[src/rtl/dcf_pkg.sv]
// Shared types, codes and character classes for the delimited command framer.
package dcf_pkg;

  // Input command codes
  localparam logic [1:0] CMD_PUSH    = 2'd0;
  localparam logic [1:0] CMD_ANALYSE = 2'd1;
  localparam logic [1:0] CMD_CLEAR   = 2'd2;

  // Result item kinds
  localparam logic [1:0] KIND_STATUS = 2'd0;
  localparam logic [1:0] KIND_CMD    = 2'd1;
  localparam logic [1:0] KIND_ARG    = 2'd2;

  // Status codes
  localparam logic [3:0] ST_ACCEPTED  = 4'd0;
  localparam logic [3:0] ST_DROPPED   = 4'd1;
  localparam logic [3:0] ST_FORBIDDEN = 4'd2;
  localparam logic [3:0] ST_CLEARED   = 4'd3;
  localparam logic [3:0] ST_NO_END    = 4'd4;
  localparam logic [3:0] ST_EMPTY     = 4'd5;
  localparam logic [3:0] ST_NO_CMD    = 4'd6;
  localparam logic [3:0] ST_SPLIT_MSG = 4'd7;
  localparam logic [3:0] ST_NO_SPLIT  = 4'd8;

  // Configuration register indexes and reset values
  localparam logic CFG_END   = 1'b0;
  localparam logic CFG_SPLIT = 1'b1;
  localparam logic [7:0] END_CHAR_RESET   = 8'd10;
  localparam logic [7:0] SPLIT_CHAR_RESET = 8'd58;

  localparam logic [7:0] CHAR_LOWER_A = 8'h61;
  localparam logic [7:0] CHAR_LOWER_Z = 8'h7A;
  localparam logic [7:0] CHAR_UPPER_A = 8'h41;
  localparam logic [7:0] CHAR_UPPER_Z = 8'h5A;
  localparam logic [7:0] CHAR_DIGIT_0 = 8'h30;
  localparam logic [7:0] CHAR_DIGIT_9 = 8'h39;
  localparam logic [7:0] CHAR_DOT     = 8'h2E;

  typedef enum logic [5:0] {
    S_IDLE     = 6'b000001,
    S_SCAN_RD  = 6'b000010,
    S_SCAN_CMP = 6'b000100,
    S_DECIDE   = 6'b001000,
    S_EMIT_RD  = 6'b010000,
    S_EMIT_OUT = 6'b100000
  } dcf_state_e;

  // Commands from controller to datapath
  typedef struct packed {
    logic       push;
    logic       clear;
    logic       scan_start;
    logic       scan_cmp;
    logic       emit_start;
    logic       emit_skip;
    logic       emit_ld;
    logic       rd;
    logic       drop_one;
    logic       drop_msg;
    logic       ld_status;
    logic [3:0] status_code;
  } dcf_cmd_t;

  // Status from datapath to controller
  typedef struct packed {
    logic out_free;
    logic off_at_fill;
    logic hit_end;
    logic e_zero;
    logic s_zero;
    logic at_split;
    logic emit_last;
  } dcf_stat_t;

  // Letters, digits and '.'
  function automatic logic char_is_legal(input logic [7:0] c);
    return ((c >= CHAR_LOWER_A) && (c <= CHAR_LOWER_Z)) ||
           ((c >= CHAR_UPPER_A) && (c <= CHAR_UPPER_Z)) ||
           ((c >= CHAR_DIGIT_0) && (c <= CHAR_DIGIT_9)) ||
           (c == CHAR_DOT);
  endfunction

endpackage

[src/rtl/dcf_ctrl.sv]
// Controller state machine of the delimited command framer.
module dcf_ctrl (
  input  logic              clk_i,
  input  logic              rst_ni,
  input  logic              in_valid_i,
  output logic              in_stall_o,
  input  logic [1:0]        command_i,
  input  dcf_pkg::dcf_stat_t stat_i,
  output dcf_pkg::dcf_cmd_t  cmd_o
);
  import dcf_pkg::*;

  dcf_state_e state_q, state_d;

  always_ff @(posedge clk_i or negedge rst_ni) begin
    if (!rst_ni) begin
      state_q <= S_IDLE;
    end else begin
      state_q <= state_d;
    end
  end

  assign in_stall_o = !((state_q == S_IDLE) && stat_i.out_free);

  always_comb begin
    cmd_o   = '0;
    state_d = state_q;
    case (state_q)
      S_IDLE: begin
        if (in_valid_i && stat_i.out_free) begin
          case (command_i)
            CMD_PUSH: begin
              cmd_o.push = 1'b1;
            end
            CMD_CLEAR: begin
              cmd_o.clear       = 1'b1;
              cmd_o.ld_status   = 1'b1;
              cmd_o.status_code = ST_CLEARED;
            end
            CMD_ANALYSE: begin
              cmd_o.scan_start = 1'b1;
              state_d          = S_SCAN_RD;
            end
            default: begin
              cmd_o.ld_status   = 1'b1;
              cmd_o.status_code = ST_FORBIDDEN;
            end
          endcase
        end
      end
      S_SCAN_RD: begin
        if (stat_i.off_at_fill) begin
          // whole buffer scanned without an end character
          if (stat_i.out_free) begin
            cmd_o.ld_status   = 1'b1;
            cmd_o.status_code = ST_NO_END;
            state_d           = S_IDLE;
          end
        end else begin
          cmd_o.rd = 1'b1;
          state_d  = S_SCAN_CMP;
        end
      end
      S_SCAN_CMP: begin
        cmd_o.scan_cmp = 1'b1;
        state_d        = stat_i.hit_end ? S_DECIDE : S_SCAN_RD;
      end
      S_DECIDE: begin
        if (stat_i.out_free) begin
          if (stat_i.e_zero) begin
            cmd_o.drop_one    = 1'b1;
            cmd_o.ld_status   = 1'b1;
            cmd_o.status_code = ST_EMPTY;
            state_d           = S_IDLE;
          end else if (stat_i.s_zero) begin
            cmd_o.drop_msg    = 1'b1;
            cmd_o.ld_status   = 1'b1;
            cmd_o.status_code = ST_NO_CMD;
            state_d           = S_IDLE;
          end else begin
            cmd_o.emit_start = 1'b1;
            state_d          = S_EMIT_RD;
          end
        end
      end
      S_EMIT_RD: begin
        // skip the split character itself
        if (stat_i.at_split) begin
          cmd_o.emit_skip = 1'b1;
        end else begin
          cmd_o.rd = 1'b1;
          state_d  = S_EMIT_OUT;
        end
      end
      S_EMIT_OUT: begin
        if (stat_i.out_free) begin
          cmd_o.emit_ld = 1'b1;
          if (stat_i.emit_last) begin
            cmd_o.drop_msg = 1'b1;
            state_d        = S_IDLE;
          end else begin
            state_d = S_EMIT_RD;
          end
        end
      end
      default: begin
        state_d = S_IDLE;
      end
    endcase
  end

endmodule

[src/rtl/dcf_dpath.sv]
// Datapath of the delimited command framer: character store, pointers and result register.
module dcf_dpath #(
  parameter int BUFFER_DEPTH = 64
) (
  input  logic               clk_i,
  input  logic               rst_ni,
  input  dcf_pkg::dcf_cmd_t  cmd_i,
  output dcf_pkg::dcf_stat_t stat_o,
  input  logic [7:0]         char_in_i,
  input  logic [7:0]         end_char_i,
  input  logic [7:0]         split_char_i,
  output logic               out_valid_o,
  input  logic               out_stall_i,
  output logic [1:0]         item_kind_o,
  output logic [7:0]         data_byte_o,
  output logic [3:0]         status_o,
  output logic               last_o
);
  import dcf_pkg::*;

  localparam int PW = $clog2(BUFFER_DEPTH);
  localparam int CW = $clog2(BUFFER_DEPTH + 1);
  localparam int SW = CW + 1;

  // (base + ofs) modulo depth, ofs never above the depth
  function automatic logic [PW-1:0] wrap_add(input logic [PW-1:0] base,
                                             input logic [CW-1:0] ofs);
    logic [SW-1:0] sum;
    sum = SW'(base) + SW'(ofs);
    if (sum >= SW'(BUFFER_DEPTH)) begin
      sum = sum - SW'(BUFFER_DEPTH);
    end
    return sum[PW-1:0];
  endfunction

  logic [7:0]    store_mem [BUFFER_DEPTH];
  logic [7:0]    rdata_q;

  logic [PW-1:0] rp_q, rp_d;
  logic [CW-1:0] fill_q, fill_d;
  logic [CW-1:0] off_q, off_d;
  logic [CW-1:0] e_q, e_d;
  logic [CW-1:0] s_q, s_d;
  logic          found_s_q, found_s_d;

  logic          out_valid_q, out_valid_d;
  logic [1:0]    kind_q, kind_d;
  logic [7:0]    data_q, data_d;
  logic [3:0]    status_q, status_d;
  logic          last_q, last_d;

  logic          full;
  logic          allowed;
  logic          do_write;
  logic [3:0]    push_status;
  logic          hit_split;
  logic          emit_last;
  logic [CW-1:0] msg_len;

  assign full      = (fill_q == CW'(BUFFER_DEPTH));
  assign allowed   = char_is_legal(char_in_i) || (char_in_i == end_char_i) ||
                     (char_in_i == split_char_i);
  assign do_write  = cmd_i.push && allowed;
  assign hit_split = (rdata_q == split_char_i);
  assign msg_len   = e_q + CW'(1);

  always_comb begin
    if (!allowed) begin
      push_status = ST_FORBIDDEN;
    end else if (full) begin
      push_status = ST_DROPPED;
    end else begin
      push_status = ST_ACCEPTED;
    end
  end

  // Final byte sits just before the end, or before the split when the argument is empty
  assign emit_last = ((SW'(off_q) + SW'(1)) == SW'(e_q)) ||
                     (found_s_q && ((SW'(s_q) + SW'(1)) == SW'(e_q)) &&
                      ((SW'(off_q) + SW'(2)) == SW'(e_q)));

  always_comb begin
    stat_o.out_free    = !out_valid_q || !out_stall_i;
    stat_o.off_at_fill = (off_q == fill_q);
    stat_o.hit_end     = (rdata_q == end_char_i);
    stat_o.e_zero      = (e_q == '0);
    stat_o.s_zero      = found_s_q && (s_q == '0);
    stat_o.at_split    = found_s_q && (off_q == s_q);
    stat_o.emit_last   = emit_last;
  end

  // Character store with registered read
  always_ff @(posedge clk_i) begin
    if (do_write) begin
      store_mem[wrap_add(rp_q, fill_q)] <= char_in_i;
    end
    if (cmd_i.rd) begin
      rdata_q <= store_mem[wrap_add(rp_q, off_q)];
    end
  end

  always_comb begin
    rp_d   = rp_q;
    fill_d = fill_q;
    if (cmd_i.clear) begin
      rp_d   = '0;
      fill_d = '0;
    end else if (do_write) begin
      // full: drop the oldest byte, count stays at depth
      if (full) begin
        rp_d = wrap_add(rp_q, CW'(1));
      end else begin
        fill_d = fill_q + CW'(1);
      end
    end else if (cmd_i.drop_one) begin
      rp_d   = wrap_add(rp_q, CW'(1));
      fill_d = fill_q - CW'(1);
    end else if (cmd_i.drop_msg) begin
      rp_d   = wrap_add(rp_q, msg_len);
      fill_d = fill_q - msg_len;
    end
  end

  always_comb begin
    off_d     = off_q;
    e_d       = e_q;
    s_d       = s_q;
    found_s_d = found_s_q;
    if (cmd_i.scan_start) begin
      off_d     = '0;
      found_s_d = 1'b0;
    end else if (cmd_i.emit_start) begin
      off_d = '0;
    end else if (cmd_i.scan_cmp) begin
      off_d = off_q + CW'(1);
      if (stat_o.hit_end) begin
        e_d = off_q;
      end
      if (hit_split && !found_s_q) begin
        s_d       = off_q;
        found_s_d = 1'b1;
      end
    end else if (cmd_i.emit_skip || cmd_i.emit_ld) begin
      off_d = off_q + CW'(1);
    end
  end

  always_comb begin
    out_valid_d = out_valid_q && out_stall_i;
    kind_d      = kind_q;
    data_d      = data_q;
    status_d    = status_q;
    last_d      = last_q;
    if (cmd_i.push) begin
      out_valid_d = 1'b1;
      kind_d      = KIND_STATUS;
      data_d      = '0;
      status_d    = push_status;
      last_d      = 1'b1;
    end else if (cmd_i.ld_status) begin
      out_valid_d = 1'b1;
      kind_d      = KIND_STATUS;
      data_d      = '0;
      status_d    = cmd_i.status_code;
      last_d      = 1'b1;
    end else if (cmd_i.emit_ld) begin
      out_valid_d = 1'b1;
      kind_d      = (found_s_q && (off_q > s_q)) ? KIND_ARG : KIND_CMD;
      data_d      = rdata_q;
      status_d    = found_s_q ? ST_SPLIT_MSG : ST_NO_SPLIT;
      last_d      = emit_last;
    end
  end

  always_ff @(posedge clk_i or negedge rst_ni) begin
    if (!rst_ni) begin
      rp_q        <= '0;
      fill_q      <= '0;
      off_q       <= '0;
      e_q         <= '0;
      s_q         <= '0;
      found_s_q   <= 1'b0;
      out_valid_q <= 1'b0;
    end else begin
      rp_q        <= rp_d;
      fill_q      <= fill_d;
      off_q       <= off_d;
      e_q         <= e_d;
      s_q         <= s_d;
      found_s_q   <= found_s_d;
      out_valid_q <= out_valid_d;
    end
  end

  always_ff @(posedge clk_i) begin
    kind_q   <= kind_d;
    data_q   <= data_d;
    status_q <= status_d;
    last_q   <= last_d;
  end

  assign out_valid_o = out_valid_q;
  assign item_kind_o = kind_q;
  assign data_byte_o = data_q;
  assign status_o    = status_q;
  assign last_o      = last_q;

endmodule

[src/rtl/delimited_command_framer_unit.sv]
// Top level of the delimited command framer: configuration registers, controller and datapath.
//
//  channel  direction  handshake                 payload
//  in       input      in_valid_i / in_stall_o   command_i, char_in_i
//  out      output     out_valid_o / out_stall_i item_kind_o, data_byte_o, status_o, last_o
//  cfg      APB        psel/penable/pwrite       paddr, pwdata, prdata (end, split)
//
// Push, clear and the unknown command each give one result.
// Analyse scans the store through its single registered read port, reading then
// comparing each byte up to the end character, decides, then reads and outputs
// each emitted byte and steps over the split; one item is in work at a time.
// Reset empties the buffer at once; store contents stay undefined until pushed.
// A stalled result holds in the output register; input is taken once it drains.
module delimited_command_framer_unit #(
  parameter int BUFFER_DEPTH = 64
) (
  input  logic        clk_i,
  input  logic        rst_ni,
  input  logic        in_valid_i,
  output logic        in_stall_o,
  input  logic [1:0]  command_i,
  input  logic [7:0]  char_in_i,
  output logic        out_valid_o,
  input  logic        out_stall_i,
  output logic [1:0]  item_kind_o,
  output logic [7:0]  data_byte_o,
  output logic [3:0]  status_o,
  output logic        last_o,
  input  logic        psel,
  input  logic        penable,
  input  logic        pwrite,
  input  logic [2:0]  paddr,
  input  logic [31:0] pwdata,
  output logic [31:0] prdata,
  output logic        pready
);
  import dcf_pkg::*;

  logic [7:0] end_char_q, end_char_d;
  logic [7:0] split_char_q, split_char_d;
  logic       cfg_write;
  dcf_cmd_t   cmd;
  dcf_stat_t  stat;

  assign pready    = 1'b1;
  assign cfg_write = psel && penable && pwrite;

  always_comb begin
    end_char_d   = end_char_q;
    split_char_d = split_char_q;
    if (cfg_write) begin
      case (paddr[2])
        CFG_END:   end_char_d   = pwdata[7:0];
        CFG_SPLIT: split_char_d = pwdata[7:0];
        default:   end_char_d   = end_char_q;
      endcase
    end
  end

  always_comb begin
    case (paddr[2])
      CFG_END:   prdata = {24'd0, end_char_q};
      CFG_SPLIT: prdata = {24'd0, split_char_q};
      default:   prdata = '0;
    endcase
  end

  always_ff @(posedge clk_i or negedge rst_ni) begin
    if (!rst_ni) begin
      end_char_q   <= END_CHAR_RESET;
      split_char_q <= SPLIT_CHAR_RESET;
    end else begin
      end_char_q   <= end_char_d;
      split_char_q <= split_char_d;
    end
  end

  dcf_ctrl u_ctrl (
    .clk_i      (clk_i),
    .rst_ni     (rst_ni),
    .in_valid_i (in_valid_i),
    .in_stall_o (in_stall_o),
    .command_i  (command_i),
    .stat_i     (stat),
    .cmd_o      (cmd)
  );

  dcf_dpath #(
    .BUFFER_DEPTH (BUFFER_DEPTH)
  ) u_dpath (
    .clk_i        (clk_i),
    .rst_ni       (rst_ni),
    .cmd_i        (cmd),
    .stat_o       (stat),
    .char_in_i    (char_in_i),
    .end_char_i   (end_char_q),
    .split_char_i (split_char_q),
    .out_valid_o  (out_valid_o),
    .out_stall_i  (out_stall_i),
    .item_kind_o  (item_kind_o),
    .data_byte_o  (data_byte_o),
    .status_o     (status_o),
    .last_o       (last_o)
  );

endmodule
[config.mk]
export PLATFORM = sky130hd
export DESIGN_NAME = delimited_command_framer_unit
export DESIGN_NICKNAME = d
export VERILOG_FILES = /design/src/rtl/dcf_pkg.sv /design/src/rtl/dcf_ctrl.sv /design/src/rtl/dcf_dpath.sv /design/src/rtl/delimited_command_framer_unit.sv
export SDC_FILE = /design/constraint.sdc
export NUM_CORES = 1
export LEC_CHECK = 0
export BUFFER_PORTS_ARGS = -buffer_cell sky130_fd_sc_hd__buf_2
export CAP_MARGIN = 10
export CORE_MARGIN = 3
export CORE_UTILIZATION = 62
export CTS_CLUSTER_SIZE = 25
export DETAILED_ROUTE_END_ITERATION = 10
export PLACE_DENSITY = 0.78
export SLEW_MARGIN = 40
export SYNTH_ARGS = -nofsm -noshare
export SYNTH_HDL_FRONTEND = slang
export SYNTH_SLANG_ARGS = --single-unit
[constraint.sdc]
create_clock -name clk_i -period 4.45 [get_ports clk_i]
set_clock_uncertainty 0.05 [all_clocks]
set_input_delay 0.89 -clock clk_i [delete_from_list [all_inputs] [get_ports clk_i]]
set_output_delay 0.89 -clock clk_i [all_outputs]
set_load 0.01 [all_outputs]
==> results_dict.tcl <==
set metrics [dict create \
    status "finished clean" \
    synth-seq-cells 593 \
    hold_violations 0 \
    topRoutingLayerUsed "met4" \
    dp_slack_ps -54.1 \
    cp-start-kind "flop" \
    grt_pass1_vias 14800 \
    synth_mux_area_frac 0.158 \
    timing.final.crit_period_ps 4060 \
    dp_hpwl_mm 37.2 \
    rsz0062_at_grt "false" \
    via_per_inst 6.51 \
    ir_drop_mv 0.481 \
    core_area_um2 40900 \
    portBuffers 50 \
    start_util 0.630 \
    cts_root_buf "clkbuf_16" \
    ioPinCount 102 \
    yosysSeqAreaShare 0.676 \
    cts_setup_buffers 0 \
    drtAntennaViolNets 0 \
    hold-worst-slack_ps 193 \
    drive_gt1_frac 0.267 \
    wl_met3_mm 4.93 \
    yosysUniqueCellTypes 67 \
    tightest_slew_ps 847 \
    cts-resized-gates 0 \
    final_common_cell "edfxtp_1" \
    cts_buffers 59 \
    initialDrtViolationCount 1522 \
    grtUsageTotal 0.276 \
    grt_max_degree 65 \
    finalSetupTns_ps 0 \
    p_leak_nw 9.93 \
    met1Wirelength_mm 23.0 \
    post-route-cell-area_um2 29100 \
    avgSynthCellArea_um2 17.3 \
    cts_hold_buf 0 \
    grt_overflow_total 0 \
    num_vias 14400 \
    drc 0 \
    powerDensity_nw_per_um2 648 \
    synth-edff-count 524 \
    hold_path.class "input pin to async pin" \
    final_cell_mix "edfxtp_1 (524), mux4_2 (160), nor2_1 (110)" \
    stdcell_count 2213 \
    synth_top_family_by_area "multiplexers" \
    syn_area_um2 25800 \
    max_freq_mhz 246 \
    gp_congestion 0.857 \
    dp_cells 2102 \
    finalWorstSetupSlack_ps 386 \
    h-tree-depth 2 \
    die_area_um2 44100 \
    cts_tree "built" \
    areaGrowthSynthToFinish_pct 12.8 \
    netlist_instances 1492 \
    cp-end-kind "flop" \
    ys_warn_count 0 \
    drt-pass1-iter-count 5 \
    async_flop_share 0.0978 \
    place_area_um2 27100 \
    cp_data_arrival_time_ps 4320 \
    finalNetCount 1723 \
    worst_slew_margin_rel 0.433 \
    setup_violations 0 \
    die_h_um 210 \
    wl_per_cell_um 26.9 \
    grt_pass1_wl_mm 90.7 \
    cts_sinks 593 \
    synth-compound-area-share 0.0338 \
    die_x_um 210 \
    dr_wl_met2_mm 29.5 \
    synthXorXnorAreaFrac 0.0313 \
    slew_violations 0 \
    synthAdderAreaFrac 0.0206 \
    rows 74 \
    required_ps 4710 \
    wl_mm 59.6 \
    period_share 0.913 \
    synthSimpleGateAreaFrac 0.0588 \
    clkTransAtPathRegs_ps 70 \
    clk_path_buf_depth 3 \
    worstSetupPathType "flop to flop" \
    clk_latency_ps 620 \
    synth_ff_type "edfxtp_1" \
    crit_path_max_fanout 17 \
    cap_violations 0 \
    antenna_found_initial 2 \
]
==> state kept, by name, indices dropped and copies added, names as in the netlist <==
signal	count
end_char_q	8
split_char_q	8
u_ctrl.state_q	6
u_dpath.data_byte_o	8
u_dpath.e_q	7
u_dpath.fill_q	7
u_dpath.found_s_q	1
u_dpath.item_kind_o	2
u_dpath.last_o	1
u_dpath.off_q	7
u_dpath.out_valid_o	1
u_dpath.rdata_q	8
u_dpath.rp_q	6
u_dpath.s_q	7
u_dpath.status_o	4
u_dpath.store_mem	512
==> power by group <==
| part | internal [mW] | switching (mW) | leakage [nW] | total (mW) |
|---|---|---|---|---|
| combinational | 3.61 | 3.69 | 3.44 | 7.30 |
| clock | 2.96 | 2.07 | 0.948 | 5.04 |
| sequential | 6.26 | 0.231 | 5.54 | 6.49 |
| total | 12.8 | 6.00 | 9.93 | 18.8 |
==> stage by stage <==
step | power (mW) | util
CTS | 18.9 | 0.710
global placement | 13.7 | 0.662
finish | 18.8 | 0.711
detailed placement | 13.8 | 0.662
floorplan | 11.7 | -
global route | 19.6 | 0.710
==> cell type report <==
| cell class | count | area [um^2] |
|---|---|---|
| clock inverter | 37 | 432 |
| tap | 532 | 666 |
| sequential | 593 | 17400 |
| clock buffer | 72 | 1530 |
| multi-input combinational | 808 | 7940 |
| fill | 2450 | 11800 |
| timing repair buffer | 139 | 981 |
| antenna | 2 | 5.00 |
| inverter | 30 | 114 |
==> Yosys cell counts, types with 3 or more instances <==
cell	instances	area, um^2
a211oi_1	9	67.6
ha_1	36	450
a21o_1	9	67.6
fa_1	4	80.1
nor3_1	9	45.0
buf_1	5	18.8
and4_1	3	26.3
buf_2	23	115
and3_1	5	31.3
nand2_1	71	267
mux4_2	160	3600
o31ai_1	10	75.1
nand4_1	14	87.6
dfrtp_1	51	1280
dfstp_2	7	184
mux2i_1	9	90.1
a31oi_1	9	56.3
nor4_1	10	62.6
xor2_1	39	342
a21oi_1	52	260
inv_1	29	109
nand3_1	24	120
o22ai_1	6	37.5
or3_1	3	18.8
nand2b_1	6	37.5
dfxtp_1	11	220
edfxtp_1	524	15700
and2_1	7	43.8
o21ai_0	18	90.1
buf_4	25	188
nor4b_1	5	43.8
clkbuf_1	31	116
nor2_1	112	420
or4_1	4	30.0
mux2_2	34	383
o21bai_1	4	30.0
xnor2_1	53	464
nor2b_1	16	100
o21ai_1	7	35.0
==> routing by layer <==
metal  vias up  track usage
met5         -            0
met4         0        0.106
met3       142       0.0571
met2       763        0.445
met1      7370        0.379
li1       6132            -
==> critical path, cell delays in order (launching register included) <==
cell and delay, ps:
dfrtp_1 410, ha_4 190, fa_4 1030, buf_4 360
mux4_2 360, mux4_2 460, nor2b_1 150, a211oi_1 560
a21oi_1 170
==> final timing paths <==
path | start | end | slack [ps] | cells after the start
max in group asynchronous | rst_ni | split_char_q[4] | 3210 | 2
setup reg to reg | u_dpath.off_q[0] | u_dpath.rdata_q[5] | 390 | 8
min in group clk_i | u_dpath.data_byte_o[7] | u_dpath.data_byte_o[7] | 410 | 2
hold / removal | rst_ni | u_dpath.off_q[6] | 190 | 1
hold reg to reg | u_dpath.data_byte_o[7] | u_dpath.data_byte_o[7] | 410 | 2
setup / recovery | u_dpath.off_q[0] | u_dpath.rdata_q[5] | 390 | 8
==> cells by family (layout without fill, tap and decap cells) <==
group                    after synthesis  in the layout
flip-flops                           593            593
AND/OR/NAND/NOR                      306            306
multiplexers                         203            203
AO/OA/AOI/OAI                        142            142
buffers and inverters                114            278
XOR/XNOR                              92             92
adder cells (fa/ha/maj)               40             40
other                                  2             27
No activity file was read; power rests on OpenSTA's default activity.
